[config.mk]
export PLATFORM = sky130hd
export DESIGN_NAME = f2dt_queue
export DESIGN_NICKNAME = d
export VERILOG_FILES = /design/src/hdl/f2dt_queue.sv
export SDC_FILE = /design/constraint.sdc
export NUM_CORES = 1
export LEC_CHECK = 0
export BUFFER_PORTS_ARGS = -buffer_cell sky130_fd_sc_hd__buf_2
export CORE_MARGIN = 10
export CORE_UTILIZATION = 35
export CTS_BUF_LIST = sky130_fd_sc_hd__clkbuf_8
export DETAILED_ROUTE_END_ITERATION = 8
export PLACE_DENSITY = 0.55
export SETUP_SLACK_MARGIN = 0.1
export SLEW_MARGIN = 40
export SYNTH_ARGS = -nofsm -noshare
export SYNTH_HDL_FRONTEND = slang
export SYNTH_SLANG_ARGS = --single-unit
[constraint.sdc]
create_clock -name clk -period 5.87 [get_ports clk]
set_input_delay 0.2935 -clock clk [delete_from_list [all_inputs] [get_ports clk]]
set_output_delay 0.2935 -clock clk [all_outputs]
set_load 0.1 [all_outputs]
[src/hdl/f2dt_queue.sv]
// Two-entry queue between the front end and the character sequencer.
`default_nettype none
module f2dt_queue #(
	parameter int W = 73
) (
	input  wire logic         clk,
	input  wire logic         arst_n,
	input  wire logic         push,
	input  wire logic [W-1:0] push_data,
	output      logic         full,
	input  wire logic         pop,
	output      logic [W-1:0] pop_data,
	output      logic         empty
);

	logic [W-1:0] mem [0:1];
	logic         wr_q;
	logic         rd_q;
	logic [1:0]   count_q;

	assign full     = (count_q == 2'd2);
	assign empty    = (count_q == 2'd0);
	assign pop_data = mem[rd_q];

	always_ff @(posedge clk) begin
		if (push) begin
			mem[wr_q] <= push_data;
		end
	end

	// Pointer and occupancy bookkeeping.
	always_ff @(posedge clk or negedge arst_n) begin
		if (!arst_n) begin
			wr_q    <= 1'b0;
			rd_q    <= 1'b0;
			count_q <= 2'd0;
		end else begin
			if (push) begin
				wr_q <= ~wr_q;
			end
			if (pop) begin
				rd_q <= ~rd_q;
			end
			if (push && !pop) begin
				count_q <= count_q + 2'd1;
			end else if (pop && !push) begin
				count_q <= count_q - 2'd1;
			end
		end
	end

endmodule
`default_nettype wire

==> results of run 1 <==
[metal layers]
metal | wire length [um] | vias up | GRT usage
met3 | 864 | 11 | 0.0519
met5 | 0 | - | 0
li1 | - | 1371 | -
met4 | 138 | 0 | 0.0416
met1 | 4590 | 1415 | 0.117
met2 | 5780 | 93 | 0.169
[through the flow]
stage	hold WS (ps)	worst slack [ps]
finish	46.2	3050
global route	-0.625	2910
CTS	0.398	2750
detailed placement	112	3260
global placement	104	3260
floorplan	-2.09	1710
[cell usage after synthesis]
| cell type | count |
|---|---|
| mux2_4 | 60 |
| ha_1 | 1 |
| xor2_1 | 4 |
| inv_1 | 1 |
| mux2_2 | 13 |
| nor2b_1 | 2 |
| buf_6 | 7 |
| dfrtp_1 | 4 |
| xnor2_1 | 1 |
| buf_2 | 1 |
| edfxtp_1 | 146 |
| and2_1 | 1 |
| nor2_1 | 2 |
[cell type report]
class	count	area (um^2)
clock inverters	14	185
clock buffers	17	234
fillers	1374	8420
flip-flops and latches	150	4490
multi-input cells	84	1140
inverters	1	3.75
well taps	216	270
repair buffers	193	1200
[worst paths after layout]
path                                         from                endpoint  slack, ps  depth (start not counted)
max in group asynchronous                  arst_n        rd_q$_DFFE_PN0P_       5540                          2
max reg2reg                      wr_q$_DFFE_PN0P_     mem[0][9]$_DFFE_PP_       3810                          3
min in group asynchronous                  arst_n        wr_q$_DFFE_PN0P_        190                          2
min reg2reg                count_q[1]$_DFFE_PN0P_  count_q[1]$_DFFE_PN0P_        500                          1
min                                  push_data[9]     mem[1][9]$_DFFE_PP_         50                          1
max                              rd_q$_DFFE_PN0P_            pop_data[70]       3050                          3
[critical path, stage by stage, from the launching register on]
cell and delay [ps]:
dfrtp_4 770, buf_6 540, mux2_2 410, buf_2 300
[kinds of logic after synthesis]
group,synth area share
flip-flops,0.786
AND/OR/NAND/NOR,0.00461
adder cells (fa/ha/maj),0.00219
multiplexers,0.184
buffers and inverters,0.0154
XOR/XNOR,0.00768
[flip-flops by register name (all words and copies together) (netlist names)]
name     count
mem        146
count_q      2
rd_q         1
wr_q         1
==> results_dict.tcl, run 1 <==
set metrics [dict create \
    gr-total-overflow 0 \
    setup_viol 0 \
    diodes 0 \
    cts-root-buf "clkbuf_8" \
    grt_setup_unrepaired "no" \
    drt_first_iter_violations 126 \
    drc_errors 0 \
    grt_pass1_vias 3136 \
    synth_area_leader_cell "edfxtp_1" \
    clk_pin_slew_ps 70 \
    ys_ff_latch 150 \
    via_per_inst 4.28 \
    skew_ps 9.21 \
    ys_seq_area_frac 0.786 \
    vias 2890 \
    layout_commonest_cell "buf_2" \
    postCtsHoldBufs 9 \
    required_ps 5580 \
    worstMarginPinSlew_ps 619 \
    die-area_um2 21800 \
    grt_pass1_wl_um 17400 \
    rows 46 \
    stdcell_count 675 \
    cts_tree "built" \
    cts_buffers 17 \
    post-cts-setup-buffers 0 \
    clock_latency_ps 440 \
    avgSynthCellArea_um2 23.5 \
    hold_path_class "input port to flip-flop" \
    mostFrequentLayoutCells "151 x buf_2, 146 x edfxtp_1, 60 x mux2_4" \
    clk_path_buf_depth 2 \
    synth_top_area_frac 0.769 \
    start_kind "flip-flop" \
    fmax_mhz 355 \
    ios 152 \
    htree_levels 4 \
    synth_nets 321 \
    antenna_left 0 \
    dieHeight_um 148 \
    crit_fanout 45 \
    track_usage 0.105 \
    synth_cell_types 13 \
    clock_sinks 150 \
    fin_crit_ps 2820 \
    critPathArrivalTime_ps 2530 \
    nNetsFinal 525 \
    portBuffers 151 \
    placed_area_um2 6720 \
    die_w_um 148 \
    post-route-period-util 0.480 \
    critPathKind "flip-flop to output port" \
    grt_max_degree 46 \
    grt_antenna_before_repair 0 \
    post-dp-hpwl_um 7710 \
    slew_violations 0 \
    design.core.area_um2 15900 \
    final-hold-violation-count 0 \
    synth_warnings 0 \
    max_cap_viol_count 0 \
    place_congestion 0.681 \
    ys_top_cells_by_area "edfxtp_1 77%, mux2_4 16%, mux2_2 2.6%" \
    utilization 0.472 \
    drt-total-wl_um 11400 \
    outcome "finished clean" \
    dr.pass1.iters 4 \
    drive_gt1_frac 0.566 \
    routedWlPerCell_um 16.8 \
    final_area_um2 7520 \
    finalSetupTns_ps 0 \
    synth_area_um2 5700 \
    synthCells 243 \
    cp-end-kind "output port" \
    dp.cells 606 \
    slew_headroom 0.588 \
    cts_resized 0 \
    start_util 0.358 \
    area_growth_pct 32.0 \
]
Power of run 1 is not shown: default switching activity piles up to over one toggle a cycle in this logic, so the estimate is an artifact.
==> run 2: changes to the inputs <==
- ABC_AREA: not set -> 1
- PLACE_DENSITY: 0.55 -> 0.57
- clock period: 5.87 -> 2.5 ns (I/O delays scaled with it)
==> run 2 against run 1 <==
Net effect:
- sequential share of layout area decreased by 2.9 points
- cell count rose by 7.4%
- worst setup slack worse by 2700 ps
- synthesized cell count grew 3.7%
- highest routed layer unchanged
- clock skew shrank 4.2 ps
- die area up 0.31%
==> results_dict.tcl, run 2 <==
set metrics [dict create \
    post-cts-setup-buffers 0 \
    cts-root-buf "clkbuf_8" \
    worst-path-buf-inv 2 \
    top_register "mem" \
    critical_path.cell_chain "buf_4 -> mux2_4 -> buf_2" \
    finalSetupTns_ps 0 \
    dr.pass1.iters 5 \
    skew_ps 5.02 \
    critPathArrivalTime_ps 2040 \
    vias 3141 \
    post-route-period-util 0.867 \
    largest_reg_flops 146 \
    synthCells 252 \
    grt_max_degree 44 \
    r2r-start "wr_q$_DFFE_PN0P_" \
    slew_headroom 0.598 \
    hold_path_class "input port to flip-flop" \
    synth_edf_count 146 \
    cts_resized 0 \
    postCtsHoldBufs 77 \
    area_growth_pct 38.2 \
    async_flop_share 0.0267 \
    via_per_inst 4.33 \
    drive_gt1_frac 0.509 \
    crit_cells 3 \
    regArea_um2 4490 \
    slew_violations 0 \
    largest_registers "mem (146), count_q (2)" \
    diodes 0 \
    clk_path_buf_depth 2 \
    yosysMostFrequentCell "edfxtp_1" \
    fmax_mhz 461 \
    drt_first_iter_violations 76 \
    multi_input_area_um2 1130 \
    post-dp-hpwl_um 7790 \
    ys_ff_latch 150 \
    final-hold-violation-count 0 \
    critPathKind "flip-flop to output port" \
    dieHeight_um 148 \
    drc_errors 0 \
    clk_pin_slew_ps 80 \
    start_kind "flip-flop" \
    antenna_left 0 \
    layout_commonest_cell "buf_2" \
    clock_sinks 150 \
    grt_pass1_vias 3539 \
    r2r_setup_slack_ps 1060 \
    endpoint "pop_data[53]" \
    nNetsFinal 575 \
    ios 152 \
    netlist_top_cells_count "146 x edfxtp_1, 60 x mux2_4, 13 x mux2_2" \
    utilization 0.496 \
    avgSynthCellArea_um2 22.7 \
    grt_antenna_before_repair 0 \
    whs_ps 411 \
    max_cap_viol_count 0 \
    cts_buffers 17 \
    portBuffers 151 \
    synth_area_leader_cell "edfxtp_1" \
    crit_fanout 32 \
    synth_top_area_frac 0.766 \
    ys.flop_type "edfxtp_1" \
    gr-total-overflow 0 \
    drt-total-wl_um 11900 \
    cp-end-kind "output port" \
    ys_top_cells_by_area "edfxtp_1 77%, mux2_4 16%, mux2_2 2.6%" \
    reg2reg_to "mem[0][48]$_DFFE_PP_" \
    start_util 0.359 \
    die-area_um2 21900 \
    setup_viol 0 \
    place_congestion 0.686 \
    synth_cell_types 14 \
    grt_pass1_wl_um 18900 \
    design.core.area_um2 15900 \
    critPathLaunch "rd_q$_DFFE_PN0P_" \
    grt_setup_unrepaired "no" \
    required_ps 2380 \
    cp_slowest_cell "buf_4" \
    track_usage 0.112 \
    synth_area_um2 5720 \
    die_w_um 148 \
    fin_crit_ps 2170 \
    ys_seq_area_frac 0.784 \
    cp_slowest_stage_delay_ps 470 \
    routedWlPerCell_um 16.4 \
    mostFrequentLayoutCells "151 x buf_2, 146 x edfxtp_1, 77 x dlygate4sd3_1" \
    htree_levels 4 \
    cts_tree "built" \
    rows 46 \
    fillers 1350 \
    clock_latency_ps 430 \
    reg2reg_depth 2 \
    synth_nets 330 \
    crit_family "buffers and inverters" \
    worstMarginPinSlew_ps 602 \
    outcome "finished clean" \
    synth_warnings 0 \
]
==> run 2: logic make-up after synthesis <==
group | Yosys count | synth area share
buffers and inverters | 15 | 0.0192
adder cells (fa/ha/maj) | 1 | 0.00219
XOR/XNOR | 3 | 0.00459
flip-flops | 150 | 0.784
AND/OR/NAND/NOR | 10 | 0.00722
multiplexers | 73 | 0.183
==> run 2: per-stage QoR <==
stage                     area (um^2)  cells  worst slack (ps)
after floorplan                  5730    252               186
after global placement           6730    617               796
after detailed placement         6730    617               773
after CTS                        7910    725               288
after global routing             7910    725               217
final                            7910    725               332
==> run 2: final cells by class <==
type	instances	area share
inverter	7	0.00348
tap	216	0.0342
clock buffer	17	0.0296
sequential	150	0.567
clock inverter	14	0.0215
timing repair buffer	234	0.200
multi-input combinational	87	0.143
==> run 2: worst min-delay path by stage <==
stage | start | to | slack (ps) | depth (start not counted)
6_report | push_data[29] | mem[1][29]$_DFFE_PP_ | 410 | 2
5_1_grt | push_data[50] | mem[1][50]$_DFFE_PP_ | 380 | 2
4_1_cts | push_data[29] | mem[1][29]$_DFFE_PP_ | 370 | 2
3_5_place_dp | arst_n | wr_q$_DFFE_PN0P_ | -60 | 1
3_3_place_gp | arst_n | count_q[1]$_DFFE_PN0P_ | -60 | 1
2_1_floorplan | arst_n | count_q[0]$_DFFE_PN0P_ | -170 | 0
==> run 2: metal layers <==
metal,GRT usage,part of all wire,vias to the layer above
met2,0.185,0.50,119
li1,-,-,1473
met1,0.126,0.42,1537
met5,0,0,-
met3,0.0446,0.068,12
met4,0.0451,0.015,0
Power of run 2 is left out for the same reason.
