$ cat config.mk
export PLATFORM = sky130hd
export DESIGN_NAME = f2dt_front
export DESIGN_NICKNAME = d
export VERILOG_FILES = /design/src/hdl/f2dt_pkg.sv /design/src/hdl/f2dt_front.sv
export SDC_FILE = /design/constraint.sdc
export NUM_CORES = 1
export LEC_CHECK = 0
export BUFFER_PORTS_ARGS = -buffer_cell sky130_fd_sc_hd__buf_4
export CORE_UTILIZATION = 52
export DETAILED_ROUTE_END_ITERATION = 10
export PLACE_DENSITY = 0.85
export SETUP_SLACK_MARGIN = 0.4
export SLEW_MARGIN = 20
export SYNTH_ARGS = -nofsm -noshare
export SYNTH_HDL_FRONTEND = slang
export SYNTH_SLANG_ARGS = --single-unit
export TNS_END_PERCENT = 100
$ cat constraint.sdc
create_clock -name clk -period 4.1 [get_ports clk]
set_input_delay 0.615 -clock clk [delete_from_list [all_inputs] [get_ports clk]]
set_output_delay 0.615 -clock clk [all_outputs]
set_load 0.03 [all_outputs]
$ cat src/hdl/f2dt_pkg.sv
// Shared types and constants for the float to decimal text formatter.
`default_nettype none
package f2dt_pkg;

	// Width of the saturated whole part.
	localparam int WholeW = 31;

	// Largest whole part; larger magnitudes, infinities and NaN clamp to it.
	localparam logic [WholeW-1:0] WHOLE_SAT = 31'h7FFF_FFFF;

	// Most decimal digits a whole part can have.
	localparam int WholeDigits = 10;
	localparam int DigIdxW = 4;

	// Reciprocal of ten scaled by 2^35, exact for any 32-bit dividend.
	localparam logic [31:0] RECIP10 = 32'hCCCC_CCCD;
	localparam int Recip10Shift = 35;

	// Exponent codes of the single-precision format.
	localparam logic [7:0] EXP_SPECIAL = 8'd255;
	localparam logic [7:0] EXP_SAT_MIN = 8'd158;
	localparam logic [7:0] EXP_BIAS_INT = 8'd150;

	// ASCII codes.
	localparam logic [7:0] CHAR_ZERO = 8'd48;
	localparam logic [7:0] CHAR_DOT = 8'h2E;
	localparam logic [7:0] CHAR_MINUS = 8'h2D;

	// Classified number handed from the front to the back.
	typedef struct packed {
		logic neg;
		logic ovf;
		logic [WholeW-1:0] whole;
	} cls_t;

	localparam int ClsW = $bits(cls_t);

endpackage
`default_nettype wire

$ cat src/hdl/f2dt_front.sv
// Front end: takes the input word and converts it to sign, whole part and fixed-point fraction.
`default_nettype none
module f2dt_front #(
	parameter int FIXED_FRACTION_BITS = 40
) (
	input  wire logic                           clk,
	input  wire logic                           arst_n,
	input  wire logic                           start,
	output      logic                           busy,
	input  wire logic [31:0]                    value_bits,
	output      logic                           push,
	output      f2dt_pkg::cls_t                 push_cls,
	output      logic [FIXED_FRACTION_BITS-1:0] push_frac,
	input  wire logic                           full
);

	localparam int ExtW = 24 + FIXED_FRACTION_BITS;

	logic        pend_q;
	logic [31:0] val_q;
	logic        accept;

	logic       sign;
	logic [7:0] ex;
	logic [22:0] man;
	logic [23:0] sig;
	logic [7:0] ex_eff;
	logic [7:0] rsh;
	logic [2:0] lsh;
	logic [ExtW-1:0] ext;

	// A held word waits only while the queue is full.
	assign busy   = pend_q && full;
	assign accept = start && !busy;
	assign push   = pend_q && !full;

	always_ff @(posedge clk or negedge arst_n) begin
		if (!arst_n) begin
			pend_q <= 1'b0;
		end else if (accept) begin
			pend_q <= 1'b1;
		end else if (push) begin
			pend_q <= 1'b0;
		end
	end

	always_ff @(posedge clk) begin
		if (accept) begin
			val_q <= value_bits;
		end
	end

	// Field split and significand alignment.
	assign sign   = val_q[31];
	assign ex     = val_q[30:23];
	assign man    = val_q[22:0];
	assign sig    = (ex == 8'd0) ? {1'b0, man} : {1'b1, man};
	assign ex_eff = (ex == 8'd0) ? 8'd1 : ex;
	assign rsh    = f2dt_pkg::EXP_BIAS_INT - ex_eff;
	assign lsh    = 3'(ex - f2dt_pkg::EXP_BIAS_INT);
	assign ext    = {sig, {FIXED_FRACTION_BITS{1'b0}}} >> rsh;

	// Classification: saturating cases first, then integer or fractional scaling.
	always_comb begin
		push_cls.neg   = 1'b0;
		push_cls.ovf   = 1'b0;
		push_cls.whole = '0;
		push_frac      = '0;
		if (ex == f2dt_pkg::EXP_SPECIAL) begin
			push_cls.ovf   = 1'b1;
			push_cls.whole = f2dt_pkg::WHOLE_SAT;
			push_cls.neg   = sign && (man == 23'd0);
		end else if (ex >= f2dt_pkg::EXP_SAT_MIN) begin
			push_cls.ovf   = 1'b1;
			push_cls.whole = f2dt_pkg::WHOLE_SAT;
			push_cls.neg   = sign;
		end else begin
			push_cls.neg = sign && (sig != 24'd0);
			if (ex >= f2dt_pkg::EXP_BIAS_INT) begin
				push_cls.whole = {7'd0, sig} << lsh;
			end else begin
				push_cls.whole = {7'd0, ext[ExtW-1:FIXED_FRACTION_BITS]};
				push_frac      = ext[FIXED_FRACTION_BITS-1:0];
			end
		end
	end

endmodule
`default_nettype wire

==> run_results.csv, run 1 <==
group,metric,value,unit
grt,antenna_found_initial,0,
grt,grt_pass1_vias,6290,
timing,hold_viol_final,0,
grt,grt_first_pass_wirelength,35.76,mm
routing,vias,7073,
routing,via_per_inst,7.247,
timing,worst_slew_pin_slew,1.052,ns
pwr,vdd_ir_drop_max,0.0003921,V
clock_tree,clockRootBuffer,"clkbuf_8",
routing,drt-total-wl,24.35,mm
grt,grt_max_degree,72,
synthesis,synth_cell_types,72,
clock_tree,ctsHoldBuffers,0,
die,dieWidth,102.4,um
setup_path,end_kind,"output port",
place,port_buffers,110,
clock_tree,worstSkewPairLatency,0.28,ns
synthesis,synth_edf_count,32,
clock_tree,clk_pin_slew,0.06,ns
die,initial_core_util,0.5366,
timing,maxSlewHeadroom,0.2934,
die,die_area,10490,sq um
layout,layout.nets,880,
synthesis,netlist_instances,725,
timing,setup_tns,0,ns
layout,area_growth,35.85,%
timing,setup_violations,0,
synthesis,synth_nets,763,
place,hpwl,17.18,mm
synthesis,syn_area,5245,sq um
clock_tree,numCtsBuffers,5,
grt,use_met1,0.5754,
clock_tree,clockBufferDepth,2,
routing,drt_iter0_drc,1025,
place,gp_congestion,1.093,
clock_tree,numClockSinks,33,
synthesis,ys.flop_type,"edfxtp_1",
setup_path,cp.required,3.48,ns
setup_path,worstPathArrival,3.16,ns
die,dieHeight,102.4,um
clock_tree,cts_tree,"built",
die,ios,111,
timing,rsz0062_at_grt,"true",
hold_path,holdCritPathClass,"input pin to async pin",
layout,final_cell_area,7126,sq um
grt,grt-ovfl-total,0,
synthesis,yosys_warnings,0,
run_status,status,"finished, final reports clean",
pwr,power_density,257.8,nW/um^2
setup_path,cp-start-kind,"flop",
synthesis,synth_top_area_frac,0.1832,
routing,dr.pass1.iters,5,
die,design.core.area,9774,sq um
pwr,power_leakage,2.731,nW
timing,final-max-slew-violation-count,0,
layout,final_common_cell,"buf_4",
synthesis,seq_area_frac_synth,0.1880,
layout,antennaDiodeCount,0,
synthesis,yosysTopAreaCell,"edfxtp_1",
timing,fmax,264.8,MHz
routing,ant_nets,0,
synthesis,ys_top_cells_by_area,"edfxtp_1 (18%), mux2i_1 (9.5%), nand2_1 (5.8%)",
grt,grt_busiest_layer,"met2",
layout,drive_gt1_frac,0.3547,
setup_path,slowest_delay,0.57,ns
die,fp-row-count,36,
grt,gr-usage-met3,0.1224,
setup_path,path_cells,"nor4_4 > buf_6 > a21oi_1 > buf_4 > mux2i_1 > a22oi_1 > mux2i_2 > a21oi_1 > o22ai_1 > buf_4",
timing,fin_crit,3.777,ns
setup_path,criticalPathCategory,"flop to output port",
place,dpl_cell_area,6216,sq um
setup_path,crit_slowest_cell,"edfxtp_1",
run,cap_viol_max_count,0,
layout,final_cell_mix,"buf_4 (176), nand2_1 (75), nor2_1 (61)",
routing,drc,0,
synthesis,syn_area_per_cell,7.235,sq um
grt,grt_usage,0.4567,
setup_path,critPathMaxFanout,14,
timing,fin_skew,0.004532,ns
synthesis,synthArstFlopShare,0.03030,
synthesis,ys_ff_latch,33,
timing,period_share,0.9212,
grt,met2_usage,0.6867,
routing,routedWlPerCell,24.94,um
clock_tree,cts.htree.levels,2,
-- routing by layer --
layer  vias to the layer above  wire, um
li1                       3007         -
met1                      3166      8488
met2                       709     10590
met3                       191      3236
met4                         0      2027
met5                         -         0
-- flip-flops by register name, summed over array words and instances, names as in the netlist --
name and cells:
val_q 32, pend_q 1
-- cell families (layout without fill, tap and decap cells) --
kind of cell	after synthesis	in the layout	synth area share
AOI/OAI and AO/OA	250	250	0.3170
adders and majority gates	2	2	0.004770
and+or+nand+nor	271	272	0.2479
muxes	67	67	0.1427
DFF	33	33	0.1880
buffers and inverters	92	209	0.08015
xor gates and xnor gates	10	10	0.01956
-- path summary, 6_finish.rpt --
check	start	endpoint	slack, ns	cells past startpoint
setup / recovery	val_q[29]	push_frac[7]	0.32	10
setup reg to reg	pend_q	val_q[12]	2.74	3
min in group clk	value_bits[22]	val_q[22]	0.50	1
max in group asynchronous	arst_n	pend_q	3.93	1
hold / removal	arst_n	pend_q	0.09	1
hold reg to reg	pend_q	pend_q	0.68	2
-- power by group --
| group | switching (mW) | internal, mW |
|---|---|---|
| sequential | 0.0445 | 0.394 |
| combinational | 0.732 | 0.427 |
| clock | 0.103 | 0.136 |
-- Yosys cell counts, types with 4 or more instances --
library cell  instances
buf_6                 5
o221ai_1             18
nand2_1              81
buf_2                19
o21ai_0              40
nor3_1               29
a311oi_1              4
a32oi_1               7
edfxtp_1             32
mux4_2                5
nand2b_1              8
nand3_1              27
nor4_1               12
o32ai_1              10
xor2_1                4
o22ai_1              26
mux2i_1              50
clkbuf_1             44
a21oi_1              58
xnor2_1               4
a22oi_1               7
a211oi_1             13
buf_1                 8
a31oi_1              18
inv_1                10
nor2b_1               9
or2_1                 4
o21ai_1               9
or3_1                 4
mux2_2               12
nor2_1               71
and2_1                5
o211ai_1             13
-- final cells by class --
class | count | area [sq um]
tap | 133 | 166.4
clock buffer | 8 | 90.09
timing repair buffer | 190 | 1548
multi-input combinational | 601 | 4290
sequential | 33 | 985.9
fill | 769 | 2649
inverter | 11 | 45.04
-- critical path: cells and delay by family, from the launching register on --
family,cells,cell delay [ns]
muxes,2,0.34
buffers and inverters,3,0.61
and+or+nand+nor,1,0.45
DFF,1,0.57
AOI/OAI and AO/OA,4,0.91
-- repair_timing --
item	4_1_cts	5_1_grt
setup buffers	13	19
resized for setup	44	55
setup endpoints to repair	57	60
gates cloned	2	3
pin swaps	3	14
-- metrics by stage --
stage	std cells	hold slack, ns	utilization	power [mW]	worst slack [ns]
6_report	976	0.09440	0.7290	1.837	0.3229
5_1_grt	976	0.08701	0.7290	1.905	0.2566
4_1_cts	954	0.08374	0.6813	1.708	0.3291
3_3_place_gp	931	0.3903	0.6359	1.409	0.3844
3_5_place_dp	931	0.3924	0.6359	1.413	0.3406
2_1_floorplan	725	0.3194	-	1.069	0.5229
Power figures use the tool's default switching activity.
==> run 2, diff against run 1 <==
==> constraint.sdc (replaced) <==
create_clock -name clk -period 4.1 [get_ports clk]
set_input_delay 0.41 -clock clk [delete_from_list [all_inputs] [get_ports clk]]
set_output_delay 0.41 -clock clk [all_outputs]
set_load 0.03 [all_outputs]
==> run_results.csv, run 2 (same netlist as run 1, synthesis figures left out) <==
group,metric,value,unit
routing,drc,0,
setup_path,cp.required,3.69,ns
clock_tree,numCtsBuffers,5,
layout,utilization,0.6703,
pwr,internal-power,0.8793,mW
layout,area_growth,24.90,%
grt,antenna_found_initial,0,
hold_path,holdCritPathClass,"input pin to flop",
layout,largest-register,"val_q",
die,initial_core_util,0.5366,
clock_tree,cts_tree,"built",
setup_path,reg2reg_from,"pend_q",
die,fp-row-count,36,
grt,grt_first_pass_wirelength,33.59,mm
grt,grt_usage,0.4277,
timing,fmax,268.0,MHz
die,dieHeight,102.4,um
place,gp_congestion,1.074,
place,port_buffers,110,
grt,grt_pass1_vias,6038,
place,hpwl,16.96,mm
die,ios,111,
setup_path,crit_start,"val_q[24]",
timing,setup_violations,0,
timing,hold_viol_final,0,
pwr,power_density,260.0,nW/um^2
place,placed_cells,927,
layout,layout.nets,860,
clock_tree,worstSkewPairLatency,0.28,ns
timing,worst_slew_pin_slew,1.025,ns
clock_tree,cts.htree.levels,2,
routing,drt-total-wl,23.00,mm
timing,hold_slack,0.3005,ns
pwr,net-switching-power,0.8239,mW
layout,fillers,823,
clock_tree,clk_pin_slew,0.06,ns
clock_tree,clockBufferDepth,2,
setup_path,reg2reg_depth,3,
pwr,vdd_ir_drop_max,0.0002819,V
layout,antennaDiodeCount,0,
layout,final_cell_mix,"buf_4 (166), nand2_1 (78), nor2_1 (70)",
run_status,status,"finished, final reports clean",
layout,reg_top3,"val_q (32), pend_q (1)",
setup_path,criticalPathCategory,"flop to output port",
die,dieWidth,102.4,um
routing,dr.pass1.iters,9,
clock_tree,clockRootBuffer,"clkbuf_8",
pwr,seq_power_share,0.259,
pwr,power_leakage,2.534,nW
timing,final-max-slew-violation-count,0,
setup_path,crit_end,"push_frac[17]",
setup_path,end_kind,"output port",
setup_path,worstPathArrival,3.32,ns
grt,grt_max_degree,43,
routing,via_per_inst,7.132,
pwr,comb_power_share,0.615,
pwr,clkPwrFrac,0.126,
routing,vias,6811,
die,die_area,10490,sq um
setup_path,r2r_end,"val_q[19]",
timing,rsz0062_at_grt,"true",
setup_path,r2r_slack,2.76,ns
timing,fin_skew,0.002912,ns
pwr,switching_share,0.4838,
die,design.core.area,9774,sq um
routing,routedWlPerCell,24.08,um
routing,ant_nets,0,
setup_path,critPathMaxFanout,12,
run,cap_viol_max_count,0,
timing,fin_crit,3.731,ns
clock_tree,numClockSinks,33,
setup_path,cp-start-kind,"flop",
grt,grt-ovfl-total,0,
layout,final_common_cell,"buf_4",
routing,drt_iter0_drc,753,
layout,largest_reg_flops,32,
timing,period_share,0.9101,
timing,setup_tns,0,ns
layout,stdcell_count,955,
layout,drive_gt1_frac,0.2859,
timing,maxSlewHeadroom,0.3115,
[run 2: repair_timing]
action / in CTS / in global routing
gates resized for setup: 9 / 22
endpoints found under the hold margin: 1 / 0
setup endpoints to repair: 39 / 60
gates cloned: 0 / 0
hold buffers: 1 / 0
pin swaps: 0 / 1
setup buffers: 4 / 16
[run 2: final cells by class]
cell class / instances / area, sq um / area share
tap: 133 / 166.4 / 0.02540
clock inverter: 1 / 3.754 / 0.0005730
timing repair buffer: 171 / 1319 / 0.2013
inverter: 11 / 41.29 / 0.006303
sequential: 33 / 985.9 / 0.1505
multi-input combinational: 600 / 3963 / 0.6049
clock buffer: 6 / 72.57 / 0.01108
[run 2: stage by stage]
| step | setup WS, ns | instance area, sq um | power [mW] |
|---|---|---|---|
| 2_1_floorplan | 0.7279 | 5245 | 1.069 |
| 3_3_place_gp | 0.5099 | 6173 | 1.399 |
| 3_5_place_dp | 0.5125 | 6173 | 1.405 |
| 4_1_cts | 0.3558 | 6332 | 1.633 |
| 5_1_grt | 0.2759 | 6551 | 1.762 |
| 6_report | 0.3685 | 6551 | 1.703 |
[run 2: worst max-delay path, cell delays in order (launching register included)]
cell and delay (ns):
edfxtp_1 0.50, buf_4 0.20, nor4_4 0.32, buf_4 0.26, a21oi_1 0.13, buf_4 0.17
o22ai_1 0.44, mux2i_1 0.25, a21oi_1 0.43, o22ai_1 0.15, buf_4 0.19
[run 2: worst min-delay path by stage]
stage          slack, ns   endpoint  cells past startpoint      startpoint
2_1_floorplan       0.11     pend_q                      0          arst_n
3_3_place_gp        0.19     pend_q                      1          arst_n
3_5_place_dp        0.19     pend_q                      1          arst_n
4_1_cts             0.29   val_q[8]                      1   value_bits[8]
5_1_grt             0.29  val_q[31]                      1  value_bits[31]
6_report            0.30   val_q[8]                      1   value_bits[8]
[run 2: power groups by stage]
stage / sequential (mW) / combinational [mW] / clock, mW
finish: 0.441 / 1.05 / 0.214
floorplan: 0.410 / 0.659 / 0
global route: 0.442 / 1.09 / 0.229
global placement: 0.448 / 0.951 / 0
CTS: 0.440 / 0.973 / 0.220
detailed placement: 0.449 / 0.956 / 0
[run 2: routing by layer]
| layer | share of wire | GRT usage | up-vias | routed length (um) |
|---|---|---|---|---|
| li1 | - | - | 2955 | - |
| met1 | 0.38 | 0.5536 | 3079 | 8682 |
| met2 | 0.43 | 0.6549 | 649 | 9860 |
| met3 | 0.13 | 0.07798 | 128 | 2894 |
| met4 | 0.068 | 0.2736 | 0 | 1559 |
| met5 | 0 | 0 | - | 0 |
==> run 3, diff against run 2 <==
--- a/config.mk
+++ b/config.mk
@@ -6,11 +6,13 @@
 export NUM_CORES = 1
 export LEC_CHECK = 0
 export BUFFER_PORTS_ARGS = -buffer_cell sky130_fd_sc_hd__buf_4
+export CORE_MARGIN = 10
 export CORE_UTILIZATION = 52
 export DETAILED_ROUTE_END_ITERATION = 10
+export MAX_ROUTING_LAYER = met4
 export PLACE_DENSITY = 0.85
 export SETUP_SLACK_MARGIN = 0.4
-export SLEW_MARGIN = 20
+export SLEW_MARGIN = 30
 export SYNTH_ARGS = -nofsm -noshare
 export SYNTH_HDL_FRONTEND = slang
 export SYNTH_SLANG_ARGS = --single-unit
==> run_results.csv, run 3 (same netlist as run 1, synthesis figures left out) <==
group,metric,value,unit
setup_path,worstPathArrival,3.30,ns
clock_tree,cts.htree.levels,2,
timing,period_share,0.9045,
layout,fillers,878,
layout,antennaDiodeCount,0,
timing,worst_slew_pin_slew,0.9117,ns
layout,largest-register,"val_q",
die,ios,111,
place,post-place-ws,0.4391,ns
timing,fmax,269.7,MHz
routing,drt-total-wl,23.83,mm
timing,maxSlewHeadroom,0.3875,
die,initial_core_util,0.5341,
layout,drive_gt1_frac,0.2928,
setup_path,cp-start-kind,"flop",
grt,grt-ovfl-total,0,
layout,reg_top3,"val_q (32), pend_q (1)",
die,dieWidth,120.4,um
timing,fin_skew,0.002624,ns
timing,rsz0062_at_grt,"true",
setup_path,cp.required,3.69,ns
grt,grt_usage,0.3158,
layout,largest_reg_flops,32,
routing,ant_nets,0,
routing,drc,0,
timing,final.setup.worst_slack,0.3917,ns
hold_path,holdCritPathClass,"input pin to flop",
timing,fin_crit,3.708,ns
setup_path,criticalPathCategory,"flop to output port",
setup_path,critPathMaxFanout,31,
clock_tree,clockBufferDepth,2,
grt,grt_max_degree,44,
grt,grt_pass1_vias,6352,
setup_path,reg2reg_depth,3,
routing,dr.pass1.iters,6,
run,cap_viol_max_count,0,
hold_path,hold_path_end,"val_q[2]",
place,hpwl,17.83,mm
timing,final-max-slew-violation-count,0,
pwr,power_density,262.8,nW/um^2
clock_tree,clk_pin_slew,0.06,ns
run_status,status,"finished, final reports clean",
pwr,vdd_ir_drop_max,0.0003192,V
hold_path,min_from,"value_bits[2]",
clock_tree,clockRootBuffer,"clkbuf_8",
layout,multi_input_area,4011,sq um
layout,final_common_cell,"buf_4",
hold_path,holdPathStages,1,
place,gp_congestion,1.137,
setup_path,end_kind,"output port",
grt,grt_first_pass_wirelength,35.98,mm
clock_tree,cts_tree,"built",
routing,via_per_inst,7.117,
setup_path,crit_start,"val_q[23]",
timing,setup_tns,0,ns
routing,drt_iter0_drc,1277,
layout,layout.nets,860,
timing,hold_viol_final,0,
die,design.core.area,9819,sq um
clock_tree,worstSkewPairLatency,0.28,ns
die,fp-row-count,36,
timing,setup_violations,0,
routing,vias,6804,
clock_tree,numClockSinks,33,
setup_path,reg2reg_from,"pend_q",
clock_tree,numCtsBuffers,5,
layout,seq_area,985.9,sq um
die,die_area,14500,sq um
routing,routedWlPerCell,24.93,um
layout,final_cell_mix,"buf_4 (167), nand2_1 (77), nor2_1 (69)",
die,dieHeight,120.4,um
pwr,power,1.731,mW
setup_path,r2r_slack,2.77,ns
setup_path,r2r_end,"val_q[5]",
layout,area_growth,25.55,%
grt,antenna_found_initial,0,
pwr,power_leakage,2.563,nW
place,port_buffers,110,
-- run 3: repair_timing --
action / CTS / global route
endpoints found under the setup margin: 36 / 51
buffers inserted: 0 / 18
endpoints found under the hold margin: 1 / 0
hold buffers: 1 / 0
pin swaps: 0 / 3
cloned: 0 / 1
gates resized for setup: 12 / 26
-- run 3: power by group --
part / switching, mW / internal [mW]
logic: 0.684 / 0.371
clock network: 0.0977 / 0.136
registers: 0.0473 / 0.394
-- run 3: layout make-up --
cell class / count / area share
inverters: 11 / 0.006270
well taps: 133 / 0.02527
clock buffers: 8 / 0.01368
repair buffers: 170 / 0.1959
multi-input cells: 601 / 0.6092
flip-flops and latches: 33 / 0.1497
-- run 3: worst max-delay path, cell delays in order, from the launching register on --
cell and delay (ns):
edfxtp_1 0.56, buf_4 0.42, inv_1 0.31, o21ai_4 0.21, mux2i_1 0.43, nor2_1 0.09, a2111oi_0 0.47, nor3_1 0.12
nor3_1 0.20, buf_4 0.19
-- run 3: worst max path at each step --
stage,endpoint,depth (start not counted)
after global routing,push_frac[28],9
after detailed placement,push_cls[13],10
after global placement,push_cls[13],10
final,push_frac[28],9
after floorplan,push_frac[28],9
after CTS,push_frac[6],9
-- run 3: through the flow --
step | instances | util | cell area [sq um] | hold slack, ns
floorplan | 725 | - | 5245 | 0.1144
CTS | 937 | 0.6436 | 6320 | 0.2906
global route | 956 | 0.6706 | 6585 | 0.2853
finish | 956 | 0.6706 | 6585 | 0.3031
detailed placement | 928 | 0.6282 | 6168 | 0.1861
global placement | 928 | 0.6282 | 6168 | 0.1856
-- run 3: per-layer routing --
layer  wire, um  global-route usage  part of all wire  vias up
met5          0                   -                 0        -
met4       1524              0.1931             0.064        0
met3       3380             0.07120              0.14      152
met2       9994              0.4596              0.42      626
met1       8934              0.3903              0.37     3064
li1           -                   -                 -     2962
